==> config.mk <==
export PLATFORM = sky130hd
export DESIGN_NAME = sorted_double_ended_priority_queue_flat
export DESIGN_NICKNAME = d
export VERILOG_FILES = /design/src/hdl/sdepq_pkg.sv /design/src/hdl/sdepq_if.sv /design/src/hdl/sdepq_cell.sv /design/src/hdl/sorted_double_ended_priority_queue.sv /design/src/flat_wrapper.sv
export VERILOG_INCLUDE_DIRS = /design/src /design/src/hdl
export SDC_FILE = /design/constraint.sdc
export NUM_CORES = 2
export LEC_CHECK = 0
export BUFFER_PORTS_ARGS = -buffer_cell sky130_fd_sc_hd__buf_2
export CAP_MARGIN = 20
export CORE_MARGIN = 2
export CORE_UTILIZATION = 50
export CTS_BUF_LIST = sky130_fd_sc_hd__clkbuf_4
export CTS_CLUSTER_DIAMETER = 150
export CTS_CLUSTER_SIZE = 28
export DETAILED_ROUTE_END_ITERATION = 8
export PLACE_DENSITY = 0.66
export SLEW_MARGIN = 20
export SYNTH_ARGS = -nofsm -noshare
export SYNTH_HDL_FRONTEND = slang
export SYNTH_HIERARCHICAL = 1
export SYNTH_SLANG_ARGS = --single-unit
==> constraint.sdc <==
create_clock -name i_clk -period 6.1 [get_ports i_clk]
set_clock_uncertainty 0.2 [all_clocks]
set_input_delay 0.61 -clock i_clk [delete_from_list [all_inputs] [get_ports i_clk]]
set_output_delay 0.61 -clock i_clk [all_outputs]
set_load 0.02 [all_outputs]
==> src/hdl/assert_macros.svh <==
// assertion macros shared by the queue rtl
// no dependencies; include by bare file name
`ifndef ASSERT_MACROS_SVH
`define ASSERT_MACROS_SVH

// property must hold at every edge outside reset
`define SDEPQ_ASSERT(lbl, clk, rst_n, prop, msg) \
    lbl: assert property (@(posedge clk) disable iff (!rst_n) (prop)) else $error(msg);

// consequent must hold in the cycle after the antecedent
`define SDEPQ_ASSERT_NEXT(lbl, clk, rst_n, ante, cons, msg) \
    lbl: assert property (@(posedge clk) disable iff (!rst_n) (ante) |=> (cons)) else $error(msg);

`endif

==> src/hdl/sdepq_pkg.sv <==
// shared types and constants for the sorted double-ended priority queue
// no dependencies
package sdepq_pkg;

    localparam int DATA_W       = 32;
    localparam int CNT_OUT_W    = 5;
    localparam int CAPACITY_DEF = 16;

    typedef enum logic [1:0] {
        FUNC_INSERT      = 2'd0,
        FUNC_REMOVE_HIGH = 2'd1,
        FUNC_REMOVE_LOW  = 2'd2
    } t_func;

    typedef enum logic [1:0] {
        STATUS_DONE  = 2'd0,
        STATUS_EMPTY = 2'd1,
        STATUS_FULL  = 2'd2
    } t_status;

    typedef logic [CNT_OUT_W-1:0] t_count;

    // broadcast from the control to every cell
    typedef struct packed {
        logic              ins;
        logic              pop;
        logic [DATA_W-1:0] key;
        logic [DATA_W-1:0] value;
    } t_cell_ctrl;

endpackage

==> src/hdl/sdepq_if.sv <==
// request and response channels of the queue, valid/ready handshake
// depends on sdepq_pkg
interface sdepq_req_if;
    logic                            valid;
    logic                            ready;
    logic [1:0]                      func;
    logic signed [sdepq_pkg::DATA_W-1:0] item_value;
    logic signed [sdepq_pkg::DATA_W-1:0] item_key;

    modport source (output valid, output func, output item_value, output item_key,
                    input ready);
    modport sink   (input valid, input func, input item_value, input item_key,
                    output ready);
endinterface

interface sdepq_rsp_if;
    logic                                   valid;
    logic                                   ready;
    logic signed [sdepq_pkg::DATA_W-1:0]    highest_value;
    logic signed [sdepq_pkg::DATA_W-1:0]    lowest_value;
    logic [sdepq_pkg::CNT_OUT_W-1:0]        entry_count;
    logic                                   queue_empty;
    logic [1:0]                             status;

    modport source (output valid, output highest_value, output lowest_value,
                    output entry_count, output queue_empty, output status,
                    input ready);
    modport sink   (input valid, input highest_value, input lowest_value,
                    input entry_count, input queue_empty, input status,
                    output ready);
endinterface

==> src/hdl/sdepq_cell.sv <==
// one slot of the sorted chain: holds a key/value pair, compares against the
// broadcast key and shifts from its neighbors; depends on sdepq_pkg
module sdepq_cell (
    input  logic                           i_clk,
    input  sdepq_pkg::t_cell_ctrl          i_ctrl,
    input  logic                           i_occupied,
    input  logic                           i_prev_open,
    input  logic [sdepq_pkg::DATA_W-1:0]   i_prev_key,
    input  logic [sdepq_pkg::DATA_W-1:0]   i_prev_value,
    input  logic [sdepq_pkg::DATA_W-1:0]   i_next_key,
    input  logic [sdepq_pkg::DATA_W-1:0]   i_next_value,
    output logic                           o_open,
    output logic [sdepq_pkg::DATA_W-1:0]   o_key,
    output logic [sdepq_pkg::DATA_W-1:0]   o_value
);

    logic [sdepq_pkg::DATA_W-1:0] r_key;
    logic [sdepq_pkg::DATA_W-1:0] r_value;
    logic [sdepq_pkg::DATA_W-1:0] n_key;
    logic [sdepq_pkg::DATA_W-1:0] n_value;

    // open: new word belongs at or above this slot
    assign o_open  = !i_occupied || ($signed(r_key) < $signed(i_ctrl.key));
    assign o_key   = r_key;
    assign o_value = r_value;

    always_comb begin
        n_key   = r_key;
        n_value = r_value;
        if (i_ctrl.ins && o_open) begin
            if (i_prev_open) begin
                n_key   = i_prev_key;
                n_value = i_prev_value;
            end else begin
                n_key   = i_ctrl.key;
                n_value = i_ctrl.value;
            end
        end else if (i_ctrl.pop) begin
            n_key   = i_next_key;
            n_value = i_next_value;
        end
    end

    always_ff @(posedge i_clk) begin
        r_key   <= n_key;
        r_value <= n_value;
    end

endmodule

==> src/hdl/sorted_double_ended_priority_queue.sv <==
// Sorted double-ended priority queue built as a chain of compare/shift cells.
//
// i_req (sink): func 0 inserts (item_value, item_key), 1 removes the entry
// with the highest key, 2 removes the lowest. Equal keys leave the high end
// in arrival order. func 3 does nothing and just reports.
// o_rsp (source): one word per request with the head and tail values after
// the operation (zero when empty), the entry count, an empty flag and a
// status: done, removal from empty queue ignored, insert into full queue
// dropped.
// A request taken at an edge updates every cell and the entry count at that
// edge; the response is registered from the updated row once the output
// register is free. No new request is taken before that response is loaded,
// so the tail is read out of the cell row before the next request changes it.
// A new request is taken while an earlier response still waits on a stalled
// receiver; a second one then waits until that response is taken.
// Reset clears the entry count and the handshake state; cell contents are
// not cleared since nothing past the count is ever read.
// depends on sdepq_pkg, sdepq_if, sdepq_cell, assert_macros.svh
`include "assert_macros.svh"

module sorted_double_ended_priority_queue #(
    parameter int CAPACITY = sdepq_pkg::CAPACITY_DEF
) (
    input  logic          i_clk,
    input  logic          i_rst_n,
    sdepq_req_if.sink     i_req,
    sdepq_rsp_if.source   o_rsp
);

    localparam int CW = $clog2(CAPACITY + 1);

    logic [CW-1:0]               r_count;
    logic [CW-1:0]               n_count;
    logic                        r_pend;
    sdepq_pkg::t_status          r_pend_status;
    sdepq_pkg::t_status          w_status;
    logic                        w_acc;
    logic                        w_load;
    sdepq_pkg::t_cell_ctrl       w_ctrl;

    logic                        r_out_valid;
    logic [sdepq_pkg::DATA_W-1:0] r_out_highest;
    logic [sdepq_pkg::DATA_W-1:0] r_out_lowest;
    sdepq_pkg::t_count           r_out_count;
    logic                        r_out_empty;
    sdepq_pkg::t_status          r_out_status;
    logic [sdepq_pkg::DATA_W-1:0] w_tail;

    logic                        w_open  [CAPACITY];
    logic [sdepq_pkg::DATA_W-1:0] w_key   [CAPACITY];
    logic [sdepq_pkg::DATA_W-1:0] w_value [CAPACITY];

    assign i_req.ready = !r_pend;
    assign w_acc       = i_req.valid && !r_pend;
    assign w_load      = r_pend && (!r_out_valid || o_rsp.ready);

    // decode the request
    always_comb begin
        w_ctrl.ins   = 1'b0;
        w_ctrl.pop   = 1'b0;
        w_ctrl.key   = i_req.item_key;
        w_ctrl.value = i_req.item_value;
        w_status     = sdepq_pkg::STATUS_DONE;
        n_count      = r_count;
        case (sdepq_pkg::t_func'(i_req.func))
            sdepq_pkg::FUNC_INSERT: begin
                if (r_count == CW'(CAPACITY)) begin
                    w_status = sdepq_pkg::STATUS_FULL;
                end else begin
                    w_ctrl.ins = w_acc;
                    n_count    = r_count + CW'(1);
                end
            end
            sdepq_pkg::FUNC_REMOVE_HIGH: begin
                if (r_count == '0) begin
                    w_status = sdepq_pkg::STATUS_EMPTY;
                end else begin
                    w_ctrl.pop = w_acc;
                    n_count    = r_count - CW'(1);
                end
            end
            sdepq_pkg::FUNC_REMOVE_LOW: begin
                if (r_count == '0) begin
                    w_status = sdepq_pkg::STATUS_EMPTY;
                end else begin
                    n_count = r_count - CW'(1);
                end
            end
            default: begin
                n_count = r_count;
            end
        endcase
    end

    genvar g;
    generate
        for (g = 0; g < CAPACITY; g++) begin : g_cell
            logic                         w_prev_open;
            logic [sdepq_pkg::DATA_W-1:0] w_prev_key;
            logic [sdepq_pkg::DATA_W-1:0] w_prev_value;
            logic [sdepq_pkg::DATA_W-1:0] w_next_key;
            logic [sdepq_pkg::DATA_W-1:0] w_next_value;

            if (g == 0) begin : g_head
                assign w_prev_open  = 1'b0;
                assign w_prev_key   = w_key[g];
                assign w_prev_value = w_value[g];
            end else begin : g_mid
                assign w_prev_open  = w_open[g-1];
                assign w_prev_key   = w_key[g-1];
                assign w_prev_value = w_value[g-1];
            end

            // last slot has nothing behind it; it keeps its own word on a pop
            if (g == CAPACITY - 1) begin : g_tail
                assign w_next_key   = w_key[g];
                assign w_next_value = w_value[g];
            end else begin : g_body
                assign w_next_key   = w_key[g+1];
                assign w_next_value = w_value[g+1];
            end

            sdepq_cell u_cell (
                .i_clk        (i_clk),
                .i_ctrl       (w_ctrl),
                .i_occupied   (CW'(g) < r_count),
                .i_prev_open  (w_prev_open),
                .i_prev_key   (w_prev_key),
                .i_prev_value (w_prev_value),
                .i_next_key   (w_next_key),
                .i_next_value (w_next_value),
                .o_open       (w_open[g]),
                .o_key        (w_key[g]),
                .o_value      (w_value[g])
            );
        end
    endgenerate

    // tail readout: and-or over the row, selected by the count
    always_comb begin
        w_tail = '0;
        for (int i = 0; i < CAPACITY; i++) begin
            if (CW'(i + 1) == r_count) begin
                w_tail = w_tail | w_value[i];
            end
        end
    end

    always_ff @(posedge i_clk) begin
        if (!i_rst_n) begin
            r_count     <= '0;
            r_pend      <= 1'b0;
            r_out_valid <= 1'b0;
        end else begin
            if (w_acc) begin
                r_count       <= n_count;
                r_pend        <= 1'b1;
                r_pend_status <= w_status;
            end else if (w_load) begin
                r_pend <= 1'b0;
            end
            if (w_load) begin
                r_out_valid   <= 1'b1;
                r_out_highest <= (r_count == '0) ? '0 : w_value[0];
                r_out_lowest  <= w_tail;
                r_out_count   <= sdepq_pkg::t_count'(r_count);
                r_out_empty   <= (r_count == '0);
                r_out_status  <= r_pend_status;
            end else if (o_rsp.ready) begin
                r_out_valid <= 1'b0;
            end
        end
    end

    assign o_rsp.valid         = r_out_valid;
    assign o_rsp.highest_value = r_out_highest;
    assign o_rsp.lowest_value  = r_out_lowest;
    assign o_rsp.entry_count   = r_out_count;
    assign o_rsp.queue_empty   = r_out_empty;
    assign o_rsp.status        = r_out_status;

    `SDEPQ_ASSERT(a_count_bound, i_clk, i_rst_n, r_count <= CW'(CAPACITY), "count above capacity")
    `SDEPQ_ASSERT_NEXT(a_acc_pend, i_clk, i_rst_n, w_acc, r_pend, "accepted request not pending")
    `SDEPQ_ASSERT_NEXT(a_full_hold, i_clk, i_rst_n, w_acc && w_status == sdepq_pkg::STATUS_FULL, $stable(r_count), "dropped insert changed count")
    `SDEPQ_ASSERT(a_empty_flag, i_clk, i_rst_n, !r_out_valid || (r_out_empty == (r_out_count == '0)), "empty flag disagrees with count")
    `SDEPQ_ASSERT_NEXT(a_load_valid, i_clk, i_rst_n, w_load, r_out_valid && !r_pend, "loaded response not presented")

endmodule
==> src/flat_wrapper.sv <==
// flat-port wrapper written by rule: the top's interface ports become plain ports
module sorted_double_ended_priority_queue_flat 
#(
    parameter int CAPACITY = sdepq_pkg::CAPACITY_DEF
)
  (i_clk, i_rst_n, i_req_valid, i_req_func, i_req_item_value, i_req_item_key, i_req_ready, o_rsp_valid, o_rsp_highest_value, o_rsp_lowest_value, o_rsp_entry_count, o_rsp_queue_empty, o_rsp_status, o_rsp_ready);
  sdepq_req_if i_req_i ();
  sdepq_rsp_if o_rsp_i ();
  input  logic i_clk;
  input  logic i_rst_n;
  input wire logic [$bits(i_req_i.valid)-1:0] i_req_valid;
  input wire logic [$bits(i_req_i.func)-1:0] i_req_func;
  input wire logic [$bits(i_req_i.item_value)-1:0] i_req_item_value;
  input wire logic [$bits(i_req_i.item_key)-1:0] i_req_item_key;
  output wire logic [$bits(i_req_i.ready)-1:0] i_req_ready;
  output wire logic [$bits(o_rsp_i.valid)-1:0] o_rsp_valid;
  output wire logic [$bits(o_rsp_i.highest_value)-1:0] o_rsp_highest_value;
  output wire logic [$bits(o_rsp_i.lowest_value)-1:0] o_rsp_lowest_value;
  output wire logic [$bits(o_rsp_i.entry_count)-1:0] o_rsp_entry_count;
  output wire logic [$bits(o_rsp_i.queue_empty)-1:0] o_rsp_queue_empty;
  output wire logic [$bits(o_rsp_i.status)-1:0] o_rsp_status;
  input wire logic [$bits(o_rsp_i.ready)-1:0] o_rsp_ready;
  assign i_req_i.valid = i_req_valid;
  assign i_req_i.func = i_req_func;
  assign i_req_i.item_value = i_req_item_value;
  assign i_req_i.item_key = i_req_item_key;
  assign i_req_ready = i_req_i.ready;
  assign o_rsp_valid = o_rsp_i.valid;
  assign o_rsp_highest_value = o_rsp_i.highest_value;
  assign o_rsp_lowest_value = o_rsp_i.lowest_value;
  assign o_rsp_entry_count = o_rsp_i.entry_count;
  assign o_rsp_queue_empty = o_rsp_i.queue_empty;
  assign o_rsp_status = o_rsp_i.status;
  assign o_rsp_i.ready = o_rsp_ready;
  sorted_double_ended_priority_queue #(.CAPACITY(CAPACITY)) u_core (.i_clk(i_clk), .i_rst_n(i_rst_n), .i_req(i_req_i), .o_rsp(o_rsp_i));
endmodule
# Word-level counts from Yosys, hierarchy flattened
# Index checks and enable logic that the tools add are counted.
word_totals:
  reg_bits: 1105
  input_bits: 70
  wordCells: 308
op_classes:
  addsub: 2
  order_cmp: 32
  n_eq_ne: 21
  muxes: 120
  bitwise_logic: 15
  reduce_logical: 77
ops:
  columns: ["op", "n"]
  rows:
  - ["32-bit two-way mux", 106]
  - ["32-bit less-than comparator", 16]
  - ["32-bit bitwise OR", 15]
  - ["4-bit by 5-bit equality test with 1-bit output (first input constant)", 8]
  - ["4-bit by 5-bit less-than comparator with 1-bit output (first input constant)", 8]
  - ["2-bit nonzero test", 18]
  - ["3-bit by 5-bit equality test with 1-bit output (first input constant)", 4]
  - ["3-bit by 5-bit less-than comparator with 1-bit output (first input constant)", 4]
  - ["1-bit logical AND", 18]
  - ["1-bit logical NOT", 18]
  - ["1-bit logical OR", 17]
  - ["2-bit by 5-bit equality test with 1-bit output (first input constant)", 2]
  - ["1-bit by 5-bit less-than comparator with 1-bit output (first input constant)", 2]
  - ["2-bit by 5-bit less-than comparator with 1-bit output (first input constant)", 2]
  - ["5-bit two-way mux", 2]
  - ["5-bit one-hot mux with 2 select lines", 1]
  - ["1-bit two-way mux", 9]
  - ["5-bit by 1-bit adder with 5-bit output (second input constant)", 1]
  - ["1-bit by 5-bit equality test with 1-bit output (first input constant)", 1]
  - ["5-bit equality test (first input constant)", 1]
  - ["5-bit equality test (second input constant)", 1]
  - ["5-bit logical NOT", 1]
  - ["5-bit by 1-bit subtractor with 5-bit output (second input constant)", 1]
  - ["2-bit != test (second input constant)", 2]
  - ["8 further kinds", 9]

# Depth between registers and ports, before layout
depth:
  ltp_word: 32
  ltp_mapped: 15

# Cells and area by module
# Netlist, hierarchy kept.
by_module_without_submodules:
  columns: ["mod", "n_inst", "cells_per_inst", "area_each_um2", "seq_area_each_um2"]
  rows:
  - ["sdepq_cell at u_core.g_cell[0].u_cell ...", 14, 361, 4254.1, 1921.8]
  - ["sdepq_cell at u_core.g_cell[8].u_cell ...", 2, 362, 4229.1, 1921.8]
  - ["sorted_double_ended_priority_queue", 1, 721, 6944.2, 2362.3]

# Least setup slack after synthesis
# No wires, ideal clock.
synth_path:
  kind: "reg2reg"
  from: "reg u_core.r_count[1]"
  to: "reg u_core.g_cell[8].u_cell.r_key (netlist bit u_core/g_cell[8].u_cell/o_key[0]) (enable)"
  setup_time_ps: 433
  t_arrival_ps: 4954
  slack_ps: 514
  path_stages_with_launch: 14
  synth_period_minus_slack_ps: 5586
  path_cell_list: "dfxtp_1 -> clkbuf_1 -> inv_1 -> ha_1 -> nor4bb_1 -> clkbuf_1 -> clkbuf_1 -> nor2_1 -> nand2_1 -> a211oi_2 -> a221oi_2 -> buf_6 -> buf_6 -> nand2b_1"
synth_lines:
  columns: ["item", "line", "rtl"]
  rows:
  - ["from (decl)", "sorted_double_ended_priority_queue.sv:32", "logic [CW-1:0] r_count;"]
  - ["from (signal assigned)", "sorted_double_ended_priority_queue.sv:156", "r_count <= n_count;"]
  - ["to (signal assigned)", "sdepq_cell.sv:45", "r_key <= n_key;"]
  - ["to (decl)", "sdepq_cell.sv:17", "logic [sdepq_pkg::DATA_W-1:0] r_key;"]

==> impl_summary.log <==
[metrics] category of the worst setup path capture point: flip-flop
[metrics] drt pass-1 iters: 8
[metrics] RSZ-0062 raised after global routing: false
[metrics] initial core utilization: approximately half
[metrics] DRC errors left: 0
[metrics] Routed Wire Length: around 250 mm
[metrics] CTS tree: yes
[metrics] post-synthesis cell area: 74900 um^2
[metrics] relative area change from synthesis to final layout: 5.19%
[metrics] leakage component of the power: about 30 nW
[metrics] worst endpoint required time: just under 7 ns
[metrics] delay of the slowest critical-path stage: 0.83 ns
[metrics] actual slew at the worst max-slew pin: approximately 1.3 ns
[metrics] I/O pin total: ~140
[metrics] synthesized area per cell: about 12 um^2
[metrics] clock-pin slew on the worst setup and hold paths: 0.34 ns
[metrics] placement row count: approximately 140
[metrics] master cell of the clock root buffer: clkbuf_4
[metrics] antenna violations before repair: 25
[metrics] post-detail-place hpwl: ~160 mm
[metrics] cell with the largest stage delay on the worst path: dfxtp_1
[metrics] total nets after synthesis: 7071
[metrics] Arr. time, crit path: a little under 6 ns
[metrics] Num Clock Sinks: around 1100
[metrics] final RePlAce weighted congestion: between 0.8 and 0.9
[metrics] CTS Hold Buffers Added: 60
[metrics] final-layout setup total negative slack: 0 ns
[metrics] clock buffer count from CTS: between 40 and 50
[metrics] final setup violation count: 0
[metrics] share of post-route cells with drive strength above 1: between 10% and 20%
[metrics] per-cell via count in the routed design: 6.47
[metrics] cell count after placement: between 8000 and 9000
[metrics] class of the tightest hold or removal check: in2reg
[metrics] non-filler cells, final: approximately 8500
[metrics] largest net degree at the start of global routing: 96
[metrics] initial drt markers: ~7200
[metrics] DIE HEIGHT: about 390 um
[metrics] startpoint-to-endpoint class of the critical path: reg2reg
[metrics] overall die width: slightly below 400 um
[metrics] number of maximum-capacitance violations: 0
[metrics] final-report hold violation count: 0
[metrics] quantity of gates resized following cts: 0
[metrics] status: complete, no violations
[metrics] area of the die: about 150000 um^2
[metrics] maximum VDD drop: around 0.14 mV
[metrics] Worst-Skew Late Latency: between 1 and 1.5 ns
[metrics] Port Buffer Count: around 140
[metrics] final layout net count: between 7000 and 8000
[metrics] Register-to-Register Setup Slack: around 1.1 ns
[metrics] global-route usage over all layers: approximately 31%
[metrics] synthesized instance count: roughly 6500
[metrics] number of global-route vias before repair: roughly 53000
[metrics] CP cell instances: inv_1, ha_1, nor4bb_4, nor2_4, inv_1, nand4bb_1, o221ai_4, buf_4, buf_4, mux2_2
[metrics] via total after detailed routing: around 55000
[metrics] global-route wire length before repair: approximately 350 mm
[metrics] maximum fanout along the worst path: 33
[metrics] maximum number of buffers from clock root to sink: 3
[metrics] gr ovfl total: 0
[metrics] Relative slew margins: around 14%
[metrics] maximum operating frequency: 200 MHz
[metrics] number of buffers inserted to repair setup after CTS: 0
[metrics] routed length per instance: about 29 um
[metrics] deepest level of the CTS H-tree: 2
[metrics] ratio of final minimum period to clock period: between 80 and 90%
[metrics] count of warnings emitted by yosys: 6
[metrics] max-slew violation count: 0
[metrics] minimum clock period: approximately 5.0 ns
[metrics] placeable core area: approximately 150000 um^2
[metrics] Antenna Nets Post-Route: 0
[metrics] type of element launching the critical path: flip-flop
[metrics] Pwr Density: 245 nW/um^2
placed cells by master, fill, tap and decap left out, types with 16 or more instances in the layout:
master and count:
nor2b_1 40, a211oi_1 16, clkbuf_4 55, and4_1 16, a221oi_1 54, ha_1 504, nand3_1 25, nand4_1 88
a32o_1 37, a21o_1 47, buf_2 143, a2111oi_0 35, o21a_1 16, mux2_1 784, buf_12 35, nor2_1 52
diode_2 16, buf_4 83, o22ai_1 30, a22oi_1 27, mux2_2 774, a22o_1 22, edfxtp_1 1098, inv_1 578
mux2i_1 48, nand3b_1 53, a21oi_1 216, nand2b_1 33, dlygate4sd3_1 60, nand2_1 688, and3_1 31, o21ai_0 570
layout make-up:
type | instances | area (um^2)
Fill cell | 13000 | 70600
Multi-Input combinational cell | 4444 | 37900
Sequential cell | 1105 | 33100
Timing Repair Buffer | 321 | 2640
Tap cell | 2016 | 2520
Inverter | 579 | 2170
Clock buffer | 55 | 413
Antenna cell | 16 | 40.0
Clock inverter | 4 | 33.8
worst paths after layout:
path                                     start                                            to  cells past startpoint
max             u_core/r_count[0]$_SDFFE_PN0P_  u_core/g_cell[3].u_cell/o_value[8]$_DFFE_PP_                     10
min                         i_req_item_key[21]  u_core/g_cell[14].u_cell/o_key[21]$_DFFE_PP_                      4
max reg2reg     u_core/r_count[0]$_SDFFE_PN0P_  u_core/g_cell[3].u_cell/o_value[8]$_DFFE_PP_                     10
min reg2reg  u_core/r_pend_status[1]$_DFFE_PP_              u_core/o_rsp.status[1]$_DFFE_PP_                      0
registers in the layout, indices dropped and copies added (netlist names):
name and cells:
u_core/g_cell.u_cell/o_key 512, u_core/g_cell.u_cell/o_value 512, u_core/o_rsp.entry_count 5, u_core/o_rsp.highest_value 32, u_core/o_rsp.lowest_value 32, u_core/o_rsp.queue_empty 1
u_core/o_rsp.status 2, u_core/o_rsp.valid 1, u_core/r_count 5, u_core/r_pend 1, u_core/r_pend_status 2
power by group:
| part | total, mW | internal [mW] | switching [mW] |
|---|---|---|---|
| combinational | 6.40 | 2.43 | 3.97 |
| clock | 2.83 | 0.415 | 2.42 |
| sequential | 10.1 | 9.51 | 0.600 |
| total | 19.3 | 12.3 | 6.99 |
worst max-delay path, delay by kind of cell, from the launching register on:
family	cells	cell delay, ns
buffers and inverters	4	1.72
AND/OR/NAND/NOR	3	0.99
flip-flops	1	0.83
multiplexers	1	0.42
adder cells (fa/ha/maj)	1	0.27
AO/OA/AOI/OAI	1	0.21
metal layers:
metal  vias up  track usage (%)  routed length (um)
li1      24100                -                   -
met1     27500             44.6              105000
met2      3073             46.6              104000
met3       554             6.23               26400
met4         8             11.8               10600
met5         -                0                  49
stage by stage:
step | hold WS, ns | worst slack [ns] | cell area (um^2) | power [mW] | utilization [%]
after detailed placement | 0.208 | 1.09 | 77700 | 16.4 | 52.0
after CTS | 0.00801 | 1.22 | 78800 | 19.2 | 52.7
after global placement | 0.205 | 1.17 | 77700 | 16.3 | 52.0
final | 0.0367 | 1.09 | 78800 | 19.3 | 52.8
after floorplan | 0.200 | 0.514 | 74900 | 14.1 | -
after global routing | 0.0704 | 1.02 | 78800 | 20.0 | 52.7
No activity file was read; power rests on OpenSTA's default activity.
